`src/csr_graph_random_walk_assert.svh`:
```
// assertion macros shared by the random walk rtl
// needs clk and arst_n in the scope that uses them
`ifndef CSR_GRAPH_RANDOM_WALK_ASSERT_SVH
`define CSR_GRAPH_RANDOM_WALK_ASSERT_SVH

// property that must hold at every clock edge out of reset
`define CSRW_ASSERT(lbl, prop, msg) \
	lbl: assert property (@(posedge clk) disable iff (!arst_n) (prop)) else $error(msg);

// when pre holds, post must hold at the following clock edge
`define CSRW_ASSERT_NEXT(lbl, pre, post, msg) \
	lbl: assert property (@(posedge clk) disable iff (!arst_n) (pre) |=> (post)) \
		else $error(msg);

`endif

```
`src/csrw_pkg.sv`:
```
// shared types and constants of the csr graph random walk block
// no dependencies
`default_nettype none

package csrw_pkg;

	// request modes
	localparam logic [1:0] MODE_LOAD_OFFS = 2'd0;
	localparam logic [1:0] MODE_LOAD_NBR  = 2'd1;
	localparam logic [1:0] MODE_START     = 2'd2;
	localparam logic [1:0] MODE_STEP      = 2'd3;

	// edge code for start position and for a walker that stays
	localparam logic [12:0] EDGE_NONE = 13'h1FFF;

	// commands from controller to datapath
	typedef struct packed {
		logic wr_offs;
		logic wr_nbr;
		logic start_walk;
		logic rd_offs;
		logic calc;
		logic rd_nbr;
		logic upd;
		logic load_out;
	} csrw_cmd_t;

	// status from datapath to controller
	typedef struct packed {
		logic active;
		logic out_free;
	} csrw_sts_t;

endpackage

`default_nettype wire

```
`src/csrw_ctrl.sv`:
```
// controller state machine of the random walk block
// depends on csrw_pkg and csr_graph_random_walk_assert.svh
`default_nettype none
`include "csr_graph_random_walk_assert.svh"

module csrw_ctrl
	import csrw_pkg::*;
(
	input  wire logic       clk,
	input  wire logic       arst_n,
	input  wire logic       item_valid,
	input  wire logic [1:0] item_mode,
	output logic            item_ready,
	input  wire csrw_sts_t  sts,
	output csrw_cmd_t       cmd
);

	localparam logic [2:0] S_IDLE = 3'd0;
	localparam logic [2:0] S_MUL  = 3'd1;
	localparam logic [2:0] S_NRD  = 3'd2;
	localparam logic [2:0] S_UPD  = 3'd3;
	localparam logic [2:0] S_RES  = 3'd4;

	logic [2:0] state_q;
	logic [2:0] state_nxt;
	logic       acc;

	assign item_ready = (state_q == S_IDLE);
	assign acc        = item_valid && item_ready;

	// next state and command decode
	always_comb begin
		state_nxt = state_q;
		cmd       = '0;
		case (state_q)
			S_IDLE: begin
				if (acc) begin
					case (item_mode)
						MODE_LOAD_OFFS: cmd.wr_offs = 1'b1;
						MODE_LOAD_NBR:  cmd.wr_nbr  = 1'b1;
						MODE_START: begin
							cmd.start_walk = 1'b1;
							state_nxt      = S_RES;
						end
						MODE_STEP: begin
							if (sts.active) begin
								cmd.rd_offs = 1'b1;
								state_nxt   = S_MUL;
							end
						end
						default: state_nxt = S_IDLE;
					endcase
				end
			end
			S_MUL: begin
				cmd.calc  = 1'b1;
				state_nxt = S_NRD;
			end
			S_NRD: begin
				cmd.rd_nbr = 1'b1;
				state_nxt  = S_UPD;
			end
			S_UPD: begin
				cmd.upd   = 1'b1;
				state_nxt = S_RES;
			end
			S_RES: begin
				if (sts.out_free) begin
					cmd.load_out = 1'b1;
					state_nxt    = S_IDLE;
				end
			end
			default: state_nxt = S_IDLE;
		endcase
	end

	// state register
	always_ff @(posedge clk or negedge arst_n) begin
		if (!arst_n) begin
			state_q <= S_IDLE;
		end else begin
			state_q <= state_nxt;
		end
	end

	`CSRW_ASSERT(a_cmd_onehot, $onehot0(cmd), "more than one datapath command")
	`CSRW_ASSERT_NEXT(a_offs_then_calc, cmd.rd_offs, cmd.calc, "offset read without multiply")
	`CSRW_ASSERT_NEXT(a_nbr_then_upd, cmd.rd_nbr, cmd.upd, "neighbor read without update")

endmodule

`default_nettype wire

```
`config.mk`:
```
export PLATFORM = sky130hd
export DESIGN_NAME = csrw_ctrl
export DESIGN_NICKNAME = d
export VERILOG_FILES = /design/src/csrw_pkg.sv /design/src/csrw_ctrl.sv
export VERILOG_INCLUDE_DIRS = /design/src /design/src/src
export SDC_FILE = /design/constraint.sdc
export NUM_CORES = 1
export LEC_CHECK = 0
export BUFFER_PORTS_ARGS = -buffer_cell sky130_fd_sc_hd__buf_2
export CORE_AREA = 2 2 39 41
export DETAILED_ROUTE_END_ITERATION = 12
export DIE_AREA = 0 0 41 43
export PLACE_DENSITY_LB_ADDON = 0.15
export RECOVER_POWER = 100
export SETUP_SLACK_MARGIN = 0.4
export SLEW_MARGIN = 20
export SYNTH_ARGS = -nofsm -noshare
export SYNTH_HDL_FRONTEND = slang
export SYNTH_SLANG_ARGS = --single-unit
```
`constraint.sdc`:
```
create_clock -name clk -period 1.3 [get_ports clk]
set_clock_uncertainty 0.05 [all_clocks]
set_input_delay 0.13 -clock clk [delete_from_list [all_inputs] [get_ports clk]]
set_output_delay 0.13 -clock clk [all_outputs]
set_load 0.005 [all_outputs]
```
==> key figures, run 1 <==
Die
  • DIE WIDTH: 41 µm
  • Core Region: 0.001384 mm²
  • Chip Height: 43 µm
  • Die Area: 0.001763 mm²
  • Io pins: 16
  • Initial Util: 15.10%
  • Row count: 14

Outcome
  • Failing checks: setup timing
  • Status: finished, violations left

Synthesis
  • Syn nets: 28
  • Post-Synth Simple-Gate Area: 49.10%
  • #FFs+latches synth: 3
  • Ys Warns: 0
  • Syn Area/Cell: 9.950 µm²
  • Mapped Area: 209.0 µm²
  • Sequential element share of the synthesized area: 35.93%
  • Main combinational cell family by area after synthesis: simple AND/OR/NAND/NOR gates
  • Post-synthesis mux area share: 0%
  • Synth cell types: 14
  • Cells after Synth: 21
  • Area share of fa/ha/maj cells after synthesis: 0%
  • Post-Synth XOR/XNOR Area: 0%
  • Compound-Gate Fraction of Synth Area: 11.38%

Worst setup path
  • Crit Path Class: reg2out
  • Worst-path cell chain: or4b_4 -> nor3b_2 -> buf_2
  • WP data required: 1.12 ns
  • Max incr delay on CP: 0.58 ns
  • Crit path arrival time: 1.46 ns
  • CP max stage cell: or4b_4
  • Largest fanout on the critical path: 5
  • Startpoint Class: flop
  • CP Capture Type: primary output

Drt
  • Vias: 272
  • Avg Vias per Cell: 4.060
  • Avg WL per Cell: 10.13 µm
  • Remaining routing DRC violations: 0
  • Remaining antenna violation count: 0
  • Routed wire length: 679 µm
  • 1st-iter DRT viols: 2
  • First-pass detailed-route iteration total: 2

Final layout
  • Fin nets: 59
  • Most common cell after layout, fill and taps aside: buf_2
  • Final Core Density: 35.62%
  • P&R area growth vs syn: 135.9%
  • Largest regs: state_q x3
  • Multi-input logic area: 182.7 µm²
  • Layout cells sized above 1: 72.55%
  • Number of flip-flops in the largest register: 3
  • Largest reg by FF count: state_q
  • Fillers: 153
  • Most frequent cells in the layout: buf_2 (14), buf_6 (6), buf_4 (4), clkbuf_4 (3), dfrtp_1 (3)
  • # diodes: 0
  • Sequential standard cell area: 75.07 µm²

Timing
  • Max-slew headroom: 86.50%
  • Final setup fails: 10
  • Hold Vio Cnt, Final: 0
  • Post-route minimum period: 1.643 ns
  • Final hold slack: 0.1586 ns
  • Slew at the pin with the worst max-slew slack: 0.1997 ns
  • Maximum clock frequency: 608.8 MHz
  • Final worst-path cycle share: 126.3%
  • Worst setup margin: -0.3425 ns
  • Slew Limit Fails: 0
  • RSZ-0062 raised after global routing: true
  • Setup TNS Final: -2.007 ns

Clock network
  • Inserted Clock Buffers: 3
  • TritonCTS Sinks: 3
  • Clk slew on worst S/H paths: 0.03 ns
  • CTS Buffer Depth: 2
  • CTS root buffer: clkbuf_4
  • H-Tree Depth: 1
  • CTS tree: yes
  • Clk_lat worst skew: 0.23 ns

GRT
  • Global-route wire length before repair: 1131 µm
  • Initial antenna violation count: 0
  • Global route total overflow: 0
  • Vias in the first global route: 291
  • Largest net degree at the start of global routing: 8
  • Total track usage: 9.557%

Flow run
  • Max Cap Violations: 0

Pwr
  • Power Density: 2052 mW/mm²
  • Lkg Pwr: 0.0002529 µW
  • Peak VDD IR: 0.0006250 V

Placed design
  • Final GP Congestion: 0.6659
  • HPWL after DPL: 494.7 µm
  • # port buffers: 15

Hold path
  • Hold Crit Class: in2reg
==> power breakdown <==
part / internal, µW / leakage [µW] / switching [µW]
Clock: 115 / 0.0000150 / 45.5
Sequential: 135 / 0.0000389 / 25.9
Combinational: 429 / 0.000199 / 262
Total: 678 / 0.000253 / 333
==> cell type report <==
cell class	count	share of cell area, %
Tap cell	16	4.061
Multi-Input combinational cell	16	37.06
Sequential cell	3	15.23
Inverter	2	1.523
Timing Repair Buffer	26	36.80
Clock buffer	4	5.330
==> logic make-up (layout without fill, tap and decap cells) <==
logic type / after synthesis / after routing
flip-flops: 3 / 3
buffers and inverters: 2 / 32
AND/OR/NAND/NOR: 14 / 14
AO/OA/AOI/OAI: 2 / 2
==> layer usage <==
layer | global-route usage [%] | vias up | part of all wire, %
li1 | - | 141 | -
met1 | 11.33 | 121 | 42
met2 | 14.06 | 10 | 51
met3 | 3.141 | 0 | 6.5
met4 | 6.000 | 0 | 0
met5 | 0 | - | 0
==> critical path: cells and delay by family (launching register included) <==
| kind | cells | cell delay, ns |
|---|---|---|
| buf+inv | 1 | 0.13 |
| simple gates | 2 | 0.74 |
| flops | 1 | 0.37 |
==> worst paths after layout <==
check                             end  cells past startpoint         start  slack, ns
max in group asynchronous  state_q[1]                      2        arst_n       0.86
max                            cmd[6]                      3    state_q[1]      -0.34
min in group asynchronous  state_q[0]                      2        arst_n       0.19
min                        state_q[2]                      2  item_mode[0]       0.16
max reg2reg                state_q[2]                      3    state_q[1]      -0.17
min reg2reg                state_q[2]                      3    state_q[1]       0.69
==> cell usage after synthesis <==
cell	number	area share [%]
or4b_2	1	4.8
dfrtp_1	3	36
nor2_1	1	1.8
nand3_1	1	2.4
nand3b_1	1	3.6
or4b_4	1	6.6
or2_2	1	3.0
nor4bb_1	1	4.8
or3b_2	1	4.2
o21bai_1	1	3.6
inv_1	2	3.6
o311ai_2	1	7.8
nor3_1	3	7.2
nor3b_1	3	11
==> repair_timing <==
action	CTS	global route
pin swaps	6	3
endpoints found under the hold margin	3	0
gates resized for setup	15	1
hold buffers	1	0
endpoints found under the setup margin	12	12
cloned	0	0
buffers inserted	6	1
==> per-stage QoR <==
stage / cells / worst slack (ns) / area, µm² / power, µW
after floorplan: 21 / -0.04710 / 214.0 / 359.1
after global placement: 55 / -0.1138 / 331.6 / 542.8
after detailed placement: 55 / -0.1346 / 331.6 / 539.1
after CTS: 66 / -0.3678 / 480.5 / 982.2
after global routing: 67 / -0.4073 / 493.0 / 1095
final: 67 / -0.3425 / 493.0 / 1011
Note: power is estimated with default switching activity, not from simulation.
==> run 2, diff against run 1 <==
Settings changed: BUFFER_PORTS_ARGS -buffer_cell sky130_fd_sc_hd__buf_2 to default, DONT_BUFFER_PORTS from default to 1.
Clock period 1.3 ns to 1.8 ns, I/O delays scaled along.
==> key figures, run 2 (synthesis results as in run 1) <==
Worst setup path
  • Largest fanout on the critical path: 5 (unchanged)
  • WP data required: 1.57 ns (+0.45 ns)
  • Crit path arrival time: 1.41 ns (-0.05 ns)
  • CP Capture Type: primary output
  • Startpoint Class: flop
  • Crit Path Class: reg2out

Timing
  • Final setup fails: 0 (-10)
  • Final hold slack: 0.02304 ns (-0.1356 ns)
  • RSZ-0062 raised after global routing: true
  • Final worst-path cycle share: 90.90%
  • Slew Limit Fails: 0 (unchanged)
  • Hold Vio Cnt, Final: 0 (unchanged)
  • Slew at the pin with the worst max-slew slack: 0.4370 ns (+0.2372 ns)
  • Maximum clock frequency: 611.2 MHz
  • Post-route minimum period: 1.636 ns
  • Setup TNS Final: 0 ns (+2.007 ns)
  • Max-slew headroom: 70.81% (-16 points)

Placed design
  • DP Area: 234.0 µm² (-29%)
  • Final GP Congestion: 0.6513 (-2.2%)
  • Placed Instances: 37 (-33%)
  • # port buffers: 0 (-15)
  • HPWL after DPL: 394.7 µm (-20%)

Die
  • Initial Util: 15.10% (unchanged)
  • DIE WIDTH: 41 µm (unchanged)
  • Die Area: 0.001763 mm² (unchanged)
  • Chip Height: 43 µm (unchanged)
  • Io pins: 16 (unchanged)
  • Row count: 14 (unchanged)
  • Core Region: 0.001384 mm² (unchanged)

Drt
  • First-pass detailed-route iteration total: 2 (unchanged)
  • 1st-iter DRT viols: 2 (unchanged)
  • Remaining antenna violation count: 0 (unchanged)
  • Routed wire length: 622 µm (-8.4%)
  • Avg Vias per Cell: 4.609 (+14%)
  • Avg WL per Cell: 13.52 µm (+33%)
  • Vias: 212 (-22%)
  • Remaining routing DRC violations: 0 (unchanged)

Clock network
  • H-Tree Depth: 1 (unchanged)
  • TritonCTS Sinks: 3 (unchanged)
  • CTS root buffer: clkbuf_4
  • CTS Buffer Depth: 2 (unchanged)
  • Clk_lat worst skew: 0.23 ns (about the same)
  • Clk slew on worst S/H paths: 0.04 ns (about the same)
  • CTS tree: yes
  • Inserted Clock Buffers: 3 (unchanged)

GRT
  • Total track usage: 8.459% (-1.1 points)
  • Global-route wire length before repair: 945 µm (-16%)
  • Initial antenna violation count: 0 (unchanged)
  • Global route total overflow: 0 (unchanged)
  • Largest net degree at the start of global routing: 8 (unchanged)
  • Grt peak-use layer: met2
  • Met3 usage: 2.094% (-1.0 points)
  • M1 GR Usage: 9.091% (-2.2 points)
  • Grt met2 use: 12.50% (-1.6 points)
  • Vias in the first global route: 217 (-25%)

Final layout
  • Most frequent cells in the layout: nor3_1 (3), clkbuf_4 (3), buf_4 (3)
  • Largest regs: state_q x3
  • # diodes: 0 (unchanged)
  • Layout cells sized above 1: 46.67% (-26 points)
  • Largest reg by FF count: state_q
  • Number of flip-flops in the largest register: 3 (unchanged)
  • Fin nets: 38 (-36%)
  • Fin cells: 46 (-31%)
  • Fin area: 312.8 µm² (-37%)
  • P&R area growth vs syn: 49.70%

Pwr
  • Pwr Total: 485.8 µW (-52%)
  • Peak VDD IR: 0.0002706 V (-57%)
  • Lkg Pwr: 0.0001333 µW (-47%)
  • Power Density: 1553 mW/mm² (-24%)

Outcome
  • Status: completed

Flow run
  • Max Cap Violations: 0 (unchanged)

Hold path
  • Hold Crit Class: in2reg
run 2: changes by cell type in the layout (fill, tap and decap cells not counted), sizes merged:
cell	before	now
buf	24	3
run 2: critical path, stage by stage (launching register included):
cell     delay (ns)
dfrtp_2        0.39
or4b_4         0.57
nor3_1         0.21
run 2: final cells by class:
cell class	instances	area, µm²
timing repair buffer	5	36.28
sequential	3	77.57
tap	16	20.02
multi-input combinational	16	145.1
inverter	2	7.507
fill	155	1071
clock buffer	4	26.28
run 2: power by group:
group          internal, µW  total, µW  switching [µW]
Clock                  83.2        120            36.8
Sequential              100        118            17.8
Combinational           125        248             122
Total                   309        486             177
run 2: final timing paths:
path,from,end,slack [ns],cells after the start
max,state_q[0],cmd[5],0.16,2
min,item_mode[0],state_q[2],0.02,1
max reg2reg,state_q[0],state_q[2],0.31,3
min reg2reg,state_q[0],state_q[0],0.64,3
max in group asynchronous,arst_n,state_q[2],1.40,1
min in group asynchronous,arst_n,state_q[0],0.14,1
run 2: metal layers:
layer | routed length, µm | part of all wire, %
met1 | 233 | 37
met2 | 326 | 52
met3 | 62 | 10
met4 | 0 | 0
met5 | 0 | 0
run 2: repair_timing:
item                                   CTS  global route
setup endpoints to repair                5             7
buffers inserted                         3             1
hold buffers                             1             0
gates resized for setup                  5             5
endpoints found under the hold margin    3             0
gates cloned                             0             0
pin swaps                                2             2
run 2: through the flow:
stage	utilization (%)	setup WS, ns
after global placement	16.91	0.3265
after CTS	22.33	0.1260
after detailed placement	16.91	0.3281
after floorplan	-	0.4029
final	22.60	0.1638
after global routing	22.60	0.09376
==> run 3, diff against run 2 <==
Settings changed: PLACE_DENSITY_LB_ADDON 0.15 to 0.25.
==> key figures, run 3 (synthesis results as in run 1) <==
GRT
  • Initial antenna violation count: 0 (unchanged)
  • Largest net degree at the start of global routing: 9 (+1)
  • Vias in the first global route: 218 (+0.46%)
  • Total track usage: 8.862% (+0.40 points)
  • Global-route wire length before repair: 972 µm (+2.9%)
  • Global route total overflow: 0 (unchanged)

Clock network
  • CTS tree: yes
  • CTS root buffer: clkbuf_4
  • Clk slew on worst S/H paths: 0.04 ns (about the same)
  • H-Tree Depth: 1 (unchanged)
  • CTS Buffer Depth: 2 (unchanged)
  • TritonCTS Sinks: 3 (unchanged)
  • Clk_lat worst skew: 0.24 ns (about the same)
  • Inserted Clock Buffers: 3 (unchanged)

Hold path
  • Hold Path Origin: item_mode[0]
  • Hold Crit Class: in2reg

Die
  • Initial Util: 15.10% (unchanged)
  • Chip Height: 43 µm (unchanged)
  • Io pins: 16 (unchanged)
  • Die Area: 0.001763 mm² (unchanged)
  • Core Region: 0.001384 mm² (unchanged)
  • DIE WIDTH: 41 µm (unchanged)
  • Row count: 14 (unchanged)

Placed design
  • Placed Instances: 37 (unchanged)
  • Final GP Congestion: 0.6493 (-0.31%)
  • # port buffers: 0 (unchanged)
  • HPWL after DPL: 399 µm (+1.1%)

Worst setup path
  • Crit Path Class: reg2out
  • WP data required: 1.57 ns (about the same)
  • Critical Path Source: state_q[0]
  • Crit path arrival time: 1.46 ns (+0.05 ns)
  • Startpoint Class: flop
  • Worst r2r src: state_q[0]
  • CP Capture Type: primary output
  • Largest fanout on the critical path: 5 (unchanged)

Drt
  • Remaining routing DRC violations: 0 (unchanged)
  • Routed wire length: 637 µm (+2.4%)
  • First-pass detailed-route iteration total: 2 (unchanged)
  • Vias: 205 (-3.3%)
  • Avg WL per Cell: 14.16 µm (+4.7%)
  • 1st-iter DRT viols: 2 (unchanged)
  • Avg Vias per Cell: 4.556 (-1.2%)
  • Remaining antenna violation count: 0 (unchanged)

Timing
  • Slew at the pin with the worst max-slew slack: 0.4421 ns (+0.005109 ns)
  • Setup TNS Final: 0 ns (unchanged)
  • Final setup fails: 0 (unchanged)
  • Post-route minimum period: 1.693 ns (+0.05701 ns)
  • Maximum clock frequency: 590.6 MHz (-3.4%)
  • Max-slew headroom: 70.46% (-0.34 points)
  • Hold Vio Cnt, Final: 0 (unchanged)
  • RSZ-0062 raised after global routing: true
  • Final worst-path cycle share: 94.07% (+3.2 points)
  • Slew Limit Fails: 0 (unchanged)

Pwr
  • Peak VDD IR: 0.0003149 V (+16%)
  • Power Density: 1567 mW/mm² (+0.87%)
  • Lkg Pwr: 0.0001261 µW (-5.4%)
  • Pwr Total: 472.4 µW (-2.8%)

Final layout
  • # diodes: 0 (unchanged)
  • Fillers: 155 (unchanged)
  • Fin cells: 45 (-2.2%)
  • Fin nets: 37 (-2.6%)
  • Layout cells sized above 1: 44.83% (-1.8 points)
  • P&R area growth vs syn: 44.31%
  • Largest reg by FF count: state_q
  • Most frequent cells in the layout: nor3b_1 (3), clkbuf_4 (3)
  • Number of flip-flops in the largest register: 3 (unchanged)
  • Largest regs: state_q x3

Flow run
  • Max Cap Violations: 0 (unchanged)

Outcome
  • Status: completed
## run 3: cell types whose count changed in the layout (fill, tap and decap cells not counted), sizes merged
cell	change
buf	-1
## run 3: layout make-up
type | count | area [µm²] | area share (%)
Clock buffer | 4 | 26.28 | 8.714
Multi-Input combinational cell | 16 | 141.4 | 46.89
Timing Repair Buffer | 4 | 28.78 | 9.544
Inverter | 2 | 7.507 | 2.490
Tap cell | 16 | 20.02 | 6.639
Sequential cell | 3 | 77.57 | 25.73
## run 3: worst paths after layout
kind | to | slack, ns | cells after the start
worst max-delay path | cmd[6] | 0.11 | 2
worst min register to register | state_q[0] | 0.59 | 2
worst max register to register | state_q[2] | 0.27 | 3
min in group asynchronous | state_q[0] | 0.14 | 1
worst min-delay path | state_q[2] | 0.03 | 1
max in group asynchronous | state_q[2] | 1.39 | 1
## run 3: power breakdown
group / total [µW] / switching [µW] / internal [µW]
Combinational: 221 / 109 / 112
Clock: 121 / 38.0 / 83.3
Sequential: 131 / 29.9 / 101
## run 3: what timing repair did
item,4_1_cts,5_1_grt
hold buffers,1,0
hold endpoints to repair,3,0
pin swaps,2,2
gates resized for setup,3,3
setup endpoints to repair,5,7
buffers inserted,2,1
## run 3: per-layer routing
metal  vias up  GRT usage, %  part of all wire [%]
li1         96             -                     -
met1       100         8.117                    31
met2         9         13.13                    59
met3         0         4.712                   8.9
met4         0         8.000                     0
met5         -             0                     0
## run 3: through the flow
stage	hold slack (ns)	worst slack [ns]	util [%]	cell area, µm²
final	0.03243	0.1068	21.79	301.5
after global routing	0.02561	0.06620	21.79	301.5
after CTS	0.04289	0.1172	21.16	292.8
after detailed placement	-0.1655	0.3267	16.91	234.0
after global placement	-0.1655	0.3359	16.91	234.0
after floorplan	-0.1656	0.4029	-	214.0
## run 3: worst max-delay path, cell delays in order, from the launching register on
cell     delay (ns)
dfrtp_2        0.40
or4b_4         0.56
nor3b_1        0.26
